`config.mk`:
```
export PLATFORM = sky130hd
export DESIGN_NAME = moving_average_smoother_top
export DESIGN_NICKNAME = d
export VERILOG_FILES = /design/src/sv/mas_pkg.sv /design/src/sv/mas_ram.sv /design/src/sv/mas_fifo.sv /design/src/sv/mas_div.sv /design/src/sv/mas_front.sv /design/src/sv/mas_back.sv /design/src/sv/moving_average_smoother_top.sv
export SDC_FILE = /design/constraint.sdc
export NUM_CORES = 2
export LEC_CHECK = 0
export BUFFER_PORTS_ARGS = -buffer_cell sky130_fd_sc_hd__buf_2
export CORE_MARGIN = 2
export CORE_UTILIZATION = 35
export CTS_CLUSTER_SIZE = 30
export DETAILED_ROUTE_END_ITERATION = 16
export SYNTH_ARGS = -nofsm -noshare
export SYNTH_HDL_FRONTEND = slang
export SYNTH_MEMORY_MAX_BITS = 65536
export SYNTH_SLANG_ARGS = --single-unit
```
`constraint.sdc`:
```
create_clock -name i_clk -period 9.9 [get_ports i_clk]
set_input_delay 0.495 -clock i_clk [delete_from_list [all_inputs] [get_ports i_clk]]
set_output_delay 0.495 -clock i_clk [all_outputs]
set_load 0.005 [all_outputs]
```
`src/sv/mas_pkg.sv`:
```
`timescale 1ns / 1ps
// Shared constants, codes and word types of the moving average smoother.
package mas_pkg;

    localparam int MAX_WINDOW = 64;
    localparam int SAMPLE_W   = 32;
    localparam int ADDR_W     = $clog2(MAX_WINDOW);
    localparam int WIN_W      = 7;
    localparam int SUM_W      = SAMPLE_W + ADDR_W;

    // The divider retires DIV_STEP quotient bits per cycle.
    localparam int DIV_STEP  = 4;
    localparam int DIV_ITER  = (SUM_W + DIV_STEP - 1) / DIV_STEP;
    localparam int DIV_W     = DIV_ITER * DIV_STEP;
    localparam int DIV_CNT_W = $clog2(DIV_ITER);

    localparam int Q_DEPTH = 4;
    localparam int Q_AW    = $clog2(Q_DEPTH);
    localparam int Q_LVL_W = Q_AW + 1;

    localparam int CFG_IDX_W  = 1;
    localparam int CFG_DATA_W = WIN_W;

    typedef enum logic [CFG_IDX_W-1:0] {
        CFG_WINDOW_LENGTH = 1'b0,
        CFG_SCATTER_MODE  = 1'b1
    } t_cfg_reg;

    typedef enum logic [1:0] {
        KIND_PASS,
        KIND_ACCUM,
        KIND_EMIT
    } t_kind;

    typedef enum logic {
        ST_IDLE,
        ST_DIV
    } t_back_state;

    typedef struct packed {
        logic signed [SAMPLE_W-1:0] x_value;
        logic signed [SAMPLE_W-1:0] y_value;
        logic                       series_end;
    } t_in_word;

    typedef struct packed {
        logic signed [SAMPLE_W-1:0] out_x;
        logic signed [SAMPLE_W-1:0] out_y;
        logic                       out_last;
    } t_out_word;

    // One classified sample on its way from the front to the back.
    typedef struct packed {
        t_kind                      kind;
        logic                       sub;
        logic                       last;
        logic [WIN_W-1:0]           n;
        logic signed [SAMPLE_W-1:0] ox;
        logic signed [SAMPLE_W-1:0] ynew;
        logic signed [SAMPLE_W-1:0] yold;
    } t_entry;

    typedef struct packed {
        logic             start;
        logic [DIV_W-1:0] dividend;
        logic [WIN_W-1:0] divisor;
    } t_div_req;

endpackage

```
`src/sv/mas_ram.sv`:
```
`timescale 1ns / 1ps
// Generic single-write, single-read RAM with registered read data.
module mas_ram #(
    parameter int WIDTH = 32,
    parameter int DEPTH = 64
) (
    input  logic                     i_clk,
    input  logic                     i_we,
    input  logic [$clog2(DEPTH)-1:0] i_waddr,
    input  logic [WIDTH-1:0]         i_wdata,
    input  logic [$clog2(DEPTH)-1:0] i_raddr,
    output logic [WIDTH-1:0]         o_rdata
);

    logic [WIDTH-1:0] r_mem [DEPTH];
    logic [WIDTH-1:0] r_rdata;

    // Read-first: a read of the address being written returns the old word.
    always_ff @(posedge i_clk) begin
        if (i_we) begin
            r_mem[i_waddr] <= i_wdata;
        end
        r_rdata <= r_mem[i_raddr];
    end

    assign o_rdata = r_rdata;

endmodule

```
`src/sv/mas_fifo.sv`:
```
`timescale 1ns / 1ps
// Short queue of classified samples between the front and the back.
module mas_fifo (
    input  logic                        i_clk,
    input  logic                        i_rst_n,
    input  logic                        i_push,
    input  mas_pkg::t_entry             i_wdata,
    input  logic                        i_pop,
    output mas_pkg::t_entry             o_rdata,
    output logic                        o_empty,
    output logic [mas_pkg::Q_LVL_W-1:0] o_level
);
    import mas_pkg::*;

    t_entry             r_mem [Q_DEPTH];
    logic [Q_AW-1:0]    r_wptr;
    logic [Q_AW-1:0]    r_rptr;
    logic [Q_LVL_W-1:0] r_level;
    logic [Q_LVL_W-1:0] n_level;

    always_comb begin
        n_level = r_level;
        if (i_push && !i_pop) begin
            n_level = r_level + Q_LVL_W'(1);
        end else if (!i_push && i_pop) begin
            n_level = r_level - Q_LVL_W'(1);
        end
    end

    always_ff @(posedge i_clk) begin
        if (!i_rst_n) begin
            r_wptr  <= '0;
            r_rptr  <= '0;
            r_level <= '0;
        end else begin
            if (i_push) begin
                r_wptr <= r_wptr + Q_AW'(1);
            end
            if (i_pop) begin
                r_rptr <= r_rptr + Q_AW'(1);
            end
            r_level <= n_level;
        end
    end

    always_ff @(posedge i_clk) begin
        if (i_push) begin
            r_mem[r_wptr] <= i_wdata;
        end
    end

    assign o_rdata = r_mem[r_rptr];
    assign o_empty = (r_level == '0);
    assign o_level = r_level;

endmodule

```
`src/sv/mas_div.sv`:
```
`timescale 1ns / 1ps
// Iterative unsigned divider of the window sum magnitude by the window length.
module mas_div (
    input  logic                      i_clk,
    input  logic                      i_rst_n,
    input  mas_pkg::t_div_req         i_req,
    output logic                      o_busy,
    output logic [mas_pkg::DIV_W-1:0] o_quotient
);
    import mas_pkg::*;

    logic                 r_busy;
    logic [DIV_CNT_W-1:0] r_cnt;
    logic [DIV_W-1:0]     r_quo;
    logic [WIN_W-1:0]     r_rem;
    logic [WIN_W-1:0]     r_dvs;
    logic [DIV_W-1:0]     s_quo;
    logic [WIN_W-1:0]     s_rem;
    logic [WIN_W:0]       s_trial;

    // The remainder stays below the divisor, so every trial subtract is narrow.
    // The dividend shifts out at the top while quotient bits enter at the bottom.
    always_comb begin
        s_rem   = r_rem;
        s_quo   = r_quo;
        s_trial = '0;
        for (int k = 0; k < DIV_STEP; k++) begin
            s_trial = {s_rem, s_quo[DIV_W-1]};
            s_quo   = {s_quo[DIV_W-2:0], 1'b0};
            if (s_trial >= {1'b0, r_dvs}) begin
                s_trial  = s_trial - {1'b0, r_dvs};
                s_quo[0] = 1'b1;
            end
            s_rem = s_trial[WIN_W-1:0];
        end
    end

    always_ff @(posedge i_clk) begin
        if (!i_rst_n) begin
            r_busy <= 1'b0;
            r_cnt  <= '0;
        end else if (i_req.start) begin
            r_busy <= 1'b1;
            r_cnt  <= DIV_CNT_W'(DIV_ITER - 1);
        end else if (r_busy) begin
            r_cnt <= r_cnt - DIV_CNT_W'(1);
            if (r_cnt == '0) begin
                r_busy <= 1'b0;
            end
        end
    end

    always_ff @(posedge i_clk) begin
        if (i_req.start) begin
            r_quo <= i_req.dividend;
            r_rem <= '0;
            r_dvs <= i_req.divisor;
        end else if (r_busy) begin
            r_quo <= s_quo;
            r_rem <= s_rem;
        end
    end

    assign o_busy     = r_busy;
    assign o_quotient = r_quo;

endmodule

```
`src/sv/mas_front.sv`:
```
`timescale 1ns / 1ps
// Front end: accepts samples, keeps the delay lines and classifies each sample.
module mas_front (
    input  logic                        i_clk,
    input  logic                        i_rst_n,
    input  logic                        i_push,
    input  mas_pkg::t_in_word           i_sample,
    input  logic [mas_pkg::WIN_W-1:0]   i_window_length,
    input  logic                        i_scatter_mode,
    input  logic [mas_pkg::Q_LVL_W-1:0] i_q_level,
    output logic                        o_full,
    output logic                        o_q_push,
    output mas_pkg::t_entry             o_q_entry
);
    import mas_pkg::*;

    logic                accept;
    logic                pass;
    logic [WIN_W-1:0]    n;
    logic [WIN_W-1:0]    seen_inc;
    logic [ADDR_W-1:0]   y_raddr;
    logic [ADDR_W-1:0]   x_raddr;
    logic [SAMPLE_W-1:0] y_rdata;
    logic [SAMPLE_W-1:0] x_rdata;
    logic [ADDR_W-1:0]   r_wp;
    logic [ADDR_W-1:0]   n_wp;
    logic [WIN_W-1:0]    r_seen;
    logic [WIN_W-1:0]    n_seen;
    logic                r_pend_valid;
    t_entry              r_pend;
    t_entry              n_pend;

    // A pending sample always finds room in the queue on the next cycle.
    assign o_full = r_pend_valid ? (i_q_level >= Q_LVL_W'(Q_DEPTH - 1))
                                 : (i_q_level >= Q_LVL_W'(Q_DEPTH));
    assign accept = i_push && !o_full;

    assign n        = (i_window_length > WIN_W'(MAX_WINDOW)) ? WIN_W'(MAX_WINDOW)
                                                             : i_window_length;
    assign pass     = (n <= WIN_W'(1)) || i_scatter_mode;
    assign seen_inc = (r_seen < WIN_W'(MAX_WINDOW)) ? r_seen + WIN_W'(1) : r_seen;

    // The y word leaving the window is n samples back, the centre x is n/2 back.
    // With the largest window the leaving word sits at the write address itself.
    assign y_raddr = r_wp - n[ADDR_W-1:0];
    assign x_raddr = r_wp - n[ADDR_W:1];

    mas_ram #(.WIDTH(SAMPLE_W), .DEPTH(MAX_WINDOW)) u_y_ram (
        .i_clk   (i_clk),
        .i_we    (accept && !pass),
        .i_waddr (r_wp),
        .i_wdata (i_sample.y_value),
        .i_raddr (y_raddr),
        .o_rdata (y_rdata)
    );

    mas_ram #(.WIDTH(SAMPLE_W), .DEPTH(MAX_WINDOW)) u_x_ram (
        .i_clk   (i_clk),
        .i_we    (accept && !pass),
        .i_waddr (r_wp),
        .i_wdata (i_sample.x_value),
        .i_raddr (x_raddr),
        .o_rdata (x_rdata)
    );

    always_comb begin
        n_wp   = r_wp;
        n_seen = r_seen;
        n_pend = r_pend;
        if (accept) begin
            n_pend.ox   = i_sample.x_value;
            n_pend.ynew = i_sample.y_value;
            n_pend.yold = '0;
            n_pend.last = i_sample.series_end;
            n_pend.n    = n;
            n_pend.sub  = (r_seen >= n);
            if (pass) begin
                n_pend.kind = KIND_PASS;
                n_seen      = '0;
            end else begin
                n_wp        = r_wp + ADDR_W'(1);
                n_pend.kind = (seen_inc >= n) ? KIND_EMIT : KIND_ACCUM;
                n_seen      = i_sample.series_end ? '0 : seen_inc;
            end
        end
    end

    always_ff @(posedge i_clk) begin
        if (!i_rst_n) begin
            r_wp         <= '0;
            r_seen       <= '0;
            r_pend_valid <= 1'b0;
        end else begin
            r_wp         <= n_wp;
            r_seen       <= n_seen;
            r_pend_valid <= accept;
        end
    end

    always_ff @(posedge i_clk) begin
        r_pend <= n_pend;
    end

    // The history words arrive in the cycle after the accept, with the pending sample.
    always_comb begin
        o_q_entry      = r_pend;
        o_q_entry.yold = y_rdata;
        if (r_pend.kind != KIND_PASS) begin
            o_q_entry.ox = x_rdata;
        end
    end

    assign o_q_push = r_pend_valid;

endmodule

```
`src/sv/mas_back.sv`:
```
`timescale 1ns / 1ps
// Back end: running window sum, mean through the divider, and the result register.
module mas_back (
    input  logic                      i_clk,
    input  logic                      i_rst_n,
    input  logic                      i_q_empty,
    input  mas_pkg::t_entry           i_q_entry,
    output logic                      o_q_pop,
    output mas_pkg::t_div_req         o_div_req,
    input  logic                      i_div_busy,
    input  logic [mas_pkg::DIV_W-1:0] i_div_quotient,
    input  logic                      i_pop,
    output logic                      o_empty,
    output mas_pkg::t_out_word        o_result
);
    import mas_pkg::*;

    t_back_state                r_state;
    t_back_state                n_state;
    logic signed [SUM_W-1:0]    r_sum;
    logic signed [SUM_W-1:0]    n_sum;
    logic signed [SUM_W-1:0]    y_ext;
    logic signed [SUM_W-1:0]    old_ext;
    logic signed [SUM_W-1:0]    sum_new;
    logic [SUM_W-1:0]           sum_mag;
    logic                       r_neg;
    logic                       n_neg;
    logic signed [SAMPLE_W-1:0] r_ox;
    logic signed [SAMPLE_W-1:0] n_ox;
    logic                       r_last;
    logic                       n_last;
    logic                       q_big;
    logic [SAMPLE_W-1:0]        mean;
    logic                       out_free;
    logic                       load;
    logic                       r_out_valid;
    t_out_word                  r_out;
    t_out_word                  n_out;

    assign y_ext   = {{ADDR_W{i_q_entry.ynew[SAMPLE_W-1]}}, i_q_entry.ynew};
    assign old_ext = i_q_entry.sub ? {{ADDR_W{i_q_entry.yold[SAMPLE_W-1]}}, i_q_entry.yold}
                                   : '0;
    assign sum_new = r_sum - old_ext + y_ext;
    assign sum_mag = sum_new[SUM_W-1] ? -sum_new : sum_new;

    // Saturate the signed quotient to the sample range.
    assign q_big = |i_div_quotient[DIV_W-1:SAMPLE_W-1];
    always_comb begin
        if (r_neg) begin
            mean = q_big ? {1'b1, {(SAMPLE_W-1){1'b0}}} : -i_div_quotient[SAMPLE_W-1:0];
        end else begin
            mean = q_big ? {1'b0, {(SAMPLE_W-1){1'b1}}} : i_div_quotient[SAMPLE_W-1:0];
        end
    end

    assign out_free = !r_out_valid || i_pop;

    always_comb begin
        n_state            = r_state;
        n_sum              = r_sum;
        n_neg              = r_neg;
        n_ox               = r_ox;
        n_last             = r_last;
        n_out              = r_out;
        load               = 1'b0;
        o_q_pop            = 1'b0;
        o_div_req.start    = 1'b0;
        o_div_req.dividend = DIV_W'(sum_mag);
        o_div_req.divisor  = i_q_entry.n;
        unique case (r_state)
            ST_IDLE: begin
                if (!i_q_empty) begin
                    unique case (i_q_entry.kind)
                        KIND_PASS: begin
                            if (out_free) begin
                                o_q_pop        = 1'b1;
                                n_sum          = '0;
                                load           = 1'b1;
                                n_out.out_x    = i_q_entry.ox;
                                n_out.out_y    = i_q_entry.ynew;
                                n_out.out_last = i_q_entry.last;
                            end
                        end
                        KIND_ACCUM: begin
                            o_q_pop = 1'b1;
                            n_sum   = i_q_entry.last ? '0 : sum_new;
                        end
                        KIND_EMIT: begin
                            o_q_pop         = 1'b1;
                            n_sum           = i_q_entry.last ? '0 : sum_new;
                            o_div_req.start = 1'b1;
                            n_neg           = sum_new[SUM_W-1];
                            n_ox            = i_q_entry.ox;
                            n_last          = i_q_entry.last;
                            n_state         = ST_DIV;
                        end
                        default: begin
                            o_q_pop = 1'b1;
                        end
                    endcase
                end
            end
            ST_DIV: begin
                if (!i_div_busy && out_free) begin
                    load           = 1'b1;
                    n_out.out_x    = r_ox;
                    n_out.out_y    = mean;
                    n_out.out_last = r_last;
                    n_state        = ST_IDLE;
                end
            end
        endcase
    end

    always_ff @(posedge i_clk) begin
        if (!i_rst_n) begin
            r_state     <= ST_IDLE;
            r_sum       <= '0;
            r_out_valid <= 1'b0;
        end else begin
            r_state <= n_state;
            r_sum   <= n_sum;
            if (load) begin
                r_out_valid <= 1'b1;
            end else if (i_pop) begin
                r_out_valid <= 1'b0;
            end
        end
    end

    always_ff @(posedge i_clk) begin
        r_neg  <= n_neg;
        r_ox   <= n_ox;
        r_last <= n_last;
        r_out  <= n_out;
    end

    assign o_empty  = !r_out_valid;
    assign o_result = r_out;

endmodule

```
`src/sv/moving_average_smoother_top.sv`:
```
`timescale 1ns / 1ps
// Top level of the moving average smoother: configuration, front, queue, divider, back.
//
// Usage. Samples enter through a queue-like port: a word is taken at a rising edge
// with push high and full low. Results leave the same way: while empty is low the
// oldest result is on o_result, and it is taken at an edge with pop high. The
// configuration channel (window length, scatter mode) is always ready and must be
// written only while the block holds no unfinished sample.
// A taken sample passes the front's pending register and the queue; the back end then
// loads a pass-through result straight into the result register, an averaged one after
// the divider. Throughput. Pass-through samples and samples that give no result are
// taken one per cycle while full stays low. Each averaged result holds the back end
// to start the divider, while it retires four quotient bits per cycle of the sum
// magnitude padded to forty bits, and to load the result register.
// Reset clears the configuration to window one without scatter mode, the window
// sum and sample count, the queue and the result register. The history RAMs are not
// cleared; only words written earlier in the current series are ever read.
// When the receiver stalls the result register holds, the back end stops, the
// four-entry queue fills, and full rises to hold off the source.
module moving_average_smoother_top (
    input  logic                           i_clk,
    input  logic                           i_rst_n,
    input  logic                           push,
    output logic                           full,
    input  mas_pkg::t_in_word              i_sample,
    output logic                           empty,
    input  logic                           pop,
    output mas_pkg::t_out_word             o_result,
    input  logic                           i_cfg_valid,
    output logic                           o_cfg_ready,
    input  logic [mas_pkg::CFG_IDX_W-1:0]  i_cfg_index,
    input  logic [mas_pkg::CFG_DATA_W-1:0] i_cfg_data
);
    import mas_pkg::*;

    logic [WIN_W-1:0]   r_window_length;
    logic               r_scatter_mode;
    logic               q_push;
    t_entry             q_wdata;
    t_entry             q_rdata;
    logic               q_pop;
    logic               q_empty;
    logic [Q_LVL_W-1:0] q_level;
    t_div_req           div_req;
    logic               div_busy;
    logic [DIV_W-1:0]   div_quotient;

    // Configuration registers are always ready to take a write.
    assign o_cfg_ready = 1'b1;

    always_ff @(posedge i_clk) begin
        if (!i_rst_n) begin
            r_window_length <= WIN_W'(1);
            r_scatter_mode  <= 1'b0;
        end else if (i_cfg_valid) begin
            unique case (t_cfg_reg'(i_cfg_index))
                CFG_WINDOW_LENGTH: r_window_length <= i_cfg_data;
                CFG_SCATTER_MODE:  r_scatter_mode  <= i_cfg_data[0];
            endcase
        end
    end

    // The front writes the delay lines and decides for each sample whether it passes
    // through, only feeds the sum, or produces an averaged result.
    mas_front u_front (
        .i_clk           (i_clk),
        .i_rst_n         (i_rst_n),
        .i_push          (push),
        .i_sample        (i_sample),
        .i_window_length (r_window_length),
        .i_scatter_mode  (r_scatter_mode),
        .i_q_level       (q_level),
        .o_full          (full),
        .o_q_push        (q_push),
        .o_q_entry       (q_wdata)
    );

    // The queue lets the front keep taking samples while the divider is busy.
    mas_fifo u_fifo (
        .i_clk   (i_clk),
        .i_rst_n (i_rst_n),
        .i_push  (q_push),
        .i_wdata (q_wdata),
        .i_pop   (q_pop),
        .o_rdata (q_rdata),
        .o_empty (q_empty),
        .o_level (q_level)
    );

    mas_div u_div (
        .i_clk      (i_clk),
        .i_rst_n    (i_rst_n),
        .i_req      (div_req),
        .o_busy     (div_busy),
        .o_quotient (div_quotient)
    );

    // The back keeps the running sum in sample order and owns the result register.
    mas_back u_back (
        .i_clk          (i_clk),
        .i_rst_n        (i_rst_n),
        .i_q_empty      (q_empty),
        .i_q_entry      (q_rdata),
        .o_q_pop        (q_pop),
        .o_div_req      (div_req),
        .i_div_busy     (div_busy),
        .i_div_quotient (div_quotient),
        .i_pop          (pop),
        .o_empty        (empty),
        .o_result       (o_result)
    );

`ifndef SYNTHESIS
    // The front must never push into a full queue.
    a_q_no_overflow: assert property (@(posedge i_clk) disable iff (!i_rst_n)
        q_push |-> (q_level < Q_LVL_W'(Q_DEPTH)))
        else $error("sample queue overflow");

    // While a mean is being computed the back must not consume further samples.
    a_no_pop_while_div: assert property (@(posedge i_clk) disable iff (!i_rst_n)
        div_busy |-> !q_pop)
        else $error("queue popped while the divider is busy");

    // A division starts only for a sample that is being taken from the queue.
    a_div_start_pops: assert property (@(posedge i_clk) disable iff (!i_rst_n)
        div_req.start |-> (q_pop && !q_empty && !div_busy))
        else $error("divider started without a queued sample");
`endif

endmodule
```
==> reports/qor.csv <==
metric,value,unit
post-CTS resize count,0,
Clock Latency Late Sink,1.07,ns
slew margin rel.,0.0791,
Peak VDD IR,0.490,mV
max frequency,0.110,GHz
critical path's largest stage delay,0.50,ns
internal power,41.9,mW
Hold Crit Class,in -> reg,
post-synthesis sequential area ratio,0.760,
H-Tree Depth,5,
buffers and inverters on the worst path,1,
Fillers,47600,
root buf cell,clkbuf_16,
post-synth cell types,97,
dpl hpwl,270000,microns
worst reg2reg path depth,34,
CP arrival,10.07,ns
Leakage,67.8,nW
largest net degree at the start of global routing,132,
worst-path fanout max,9,
post-route setup slack,0.820,ns
DR pass1 iterations,5,
Core Area,545000,sq um
Critical Path Sink Type,register,
Sequential Power Share,0.397,
vias per inst,5.52,
final hold viol count,0,
gpl congestion,0.798,
Worst Hold Depth,4,
ANT nets after route,0,
switching share of power,0.314,
layout cell share with drive strength beyond 1,0.283,
critical path's slowest cell,fa_1,
Adder-Cell Fraction of Synth Area,0.0113,
first-pass GRT wire length,709000,microns
pre-CTS setup slack,0.786,ns
area taken by multi-input logic gates,44100,sq um
Horiz. Die Dim,743,microns
"CTS clk-pin slew, worst paths",0.07,ns
Synth Area in Compound Gates,0.0196,
"Core Util, Final",0.400,
drt total wl,506000,microns
Power Density,281,nW/um^2
Reg area,145000,sq um
die area,553000,sq um
final clock skew,0.0817,ns
switching pwr,19.2,mW
worst-margin pin slew,1.37,ns
prevailing post-synth register cell,edfxtp_1,
logic gate share of total power,0.305,
fin crit share,0.917,
vias,92200,
Post-synth EDFFs,4743,
Netlist Area Pre-Place,191000,sq um
Final Instance Area,218000,sq um
Port Buf Inserts,144,
Yosys warnings,0,
Nets,9285,
# DRC,0,
Finished Layout Cells,16700,
CTS buffer count,463,
Synth Area in XOR/XNOR,0.00535,
multiplexer area fraction after synthesis,0.173,
io pins,146,
outcome,completed,
Initial Utilization,0.351,
area growth from synthesis to layout,13.9,%
Die Height,743,microns
Post-synth ARST share,0,
Yosys reg bits,4892,
row count,271,
total chip power,61.2,mW
Max clock buf depth,4,
CTS tree,yes,
Critical Path RT,10.89,ns
initial drt markers,10300,
Startpoint Class,register,
GRT Util Overall,0.179,
Final Max Slew Viols,0,
clock sinks,4892,
total grt overflow,0,
most frequent CP cell,o21ai_0,
Simple-Gate Fraction of Synth Area,0.0182,
Clk pwr share,0.299,
critical path's top delay family,compound AO/OA/AOI/OAI gates,
Area after DPL,202000,sq um
Synth Instances,8644,
Cell Count Post-Placement,15800,
syn avg cell area,22.1,sq um
vias in the first global route,92300,
syn nets,8869,
setup violators final,0,
largest family of logic cells by synthesized area,multiplexers,
setup TNS,0,ns
Crit. path cell count,34,
RSZ-0062 raised after global routing,false,
DR WL/cell,30.3,microns
hold_ws,0.140,ns
post-layout minimum cycle time,9.08,ns
Worst Setup Path Type,reg -> reg,
Max Cap Violations,0,
initial antenna violation count,69,
tightest hold or removal path: stages:
cell	delay [ns]
buf_2	0.17
nor2b_1	0.19
mux2i_1	0.16
nand2_1	0.07
per-layer routing:
metal  up-vias  GRT usage  routed length [microns]
met3       744     0.0340                    41700
met4        28     0.0411                    12000
li1      37100          -                        -
met1     50500      0.250                   209000
met5         -          0                      166
met2      3922      0.290                   243000
cell usage in the layout, fill, tap and decap left out, types with 33 or more instances in the layout:
cell type  count
nand2_1      136
xnor2_1       57
mux2i_1      106
a211oi_1      74
nand3_1       33
clkinv_1      87
clkbuf_16    469
mux4_2      1372
nor2_4        67
a21oi_1      158
clkbuf_1      74
a22oi_1       42
a21o_1        33
xor2_1        50
mux2_2        92
dfxtp_1      146
o21ai_0      109
inv_1        204
buf_4        209
nor2b_1      113
clkinv_2     100
fa_1          42
buf_2        144
ha_1         101
bufinv_16     61
nor2_1       182
edfxtp_1    4743
path summary, 6_finish.rpt:
path	start	to	slack [ns]
max	u_div.r_dvs[1]	u_div.r_rem[1]	0.82
min	i_cfg_index	r_window_length[0]	0.14
max reg2reg	u_div.r_dvs[1]	u_div.r_rem[1]	0.82
min reg2reg	u_front.u_y_ram.o_rdata[4]	u_fifo.r_mem[2][4]	0.44
registers in the layout, indices dropped and copies added (netlist names), 32 cells and up, named ones only:
name,flops
u_front.u_y_ram.o_rdata,32
u_front.u_x_ram.r_mem,2048
u_back.o_result,65
u_front.u_y_ram.r_mem,2048
u_div.o_quotient,40
u_front.o_q_entry,43
u_back.r_sum,38
u_back.r_ox,32
u_fifo.r_mem,428
u_front.u_x_ram.o_rdata,32
u_front.r_pend,32
layout make-up:
class / count / share of cell area
repair buffers: 387 / 0.0131
well taps: 7234 / 0.0415
diodes: 14 / 0.000161
clock buffers: 560 / 0.0562
flip-flops and latches: 4892 / 0.667
clock inverters: 311 / 0.0158
inverters: 208 / 0.00359
multi-input cells: 3108 / 0.202
cells in the mapped netlist, drive strengths merged, types with 12 or more instances:
library cell  number  area share
inv              208      0.0041
fa                44      0.0046
nand2            139      0.0028
or3               18     0.00064
a31oi             13     0.00046
xor2              52      0.0024
xnor2             64      0.0030
nand2b            15     0.00049
a21o              33      0.0013
dfxtp            149       0.016
clkbuf           286      0.0056
nand4             15     0.00049
a22oi             42      0.0016
nor2             250      0.0049
mux2i            106      0.0055
nor4              12     0.00039
mux4            1372        0.16
mux2              93      0.0055
buf              150      0.0032
ha               103      0.0067
nor2b            113      0.0037
o21ai            134      0.0035
a211oi            78      0.0032
and2              17     0.00056
edfxtp          4743        0.74
nand3             34     0.00092
o211ai            14     0.00058
a21oi            163      0.0044
nor3              34      0.0010
cells by family after synthesis:
logic type / after synthesis
flops: 4892
xor+xnor: 116
compound gates: 576
fa+ha+maj: 147
buf+inv: 644
mux: 1571
simple gates: 697
other cells: 1
power by group through the flow:
stage / registers, mW / logic, mW / clock network, mW
after global placement: 24.7 / 18.6 / 0
final: 24.3 / 18.6 / 18.3
after CTS: 24.3 / 18.8 / 18.6
after global routing: 24.3 / 20.4 / 19.4
after floorplan: 24.5 / 13.6 / 0
after detailed placement: 24.7 / 18.7 / 0
what timing repair did:
item | CTS | global route
hold buffers | 12 | 0
endpoints found under the hold margin | 21 | 0
setup buffers | 0 | 0
Power figures use the tool's default switching activity.
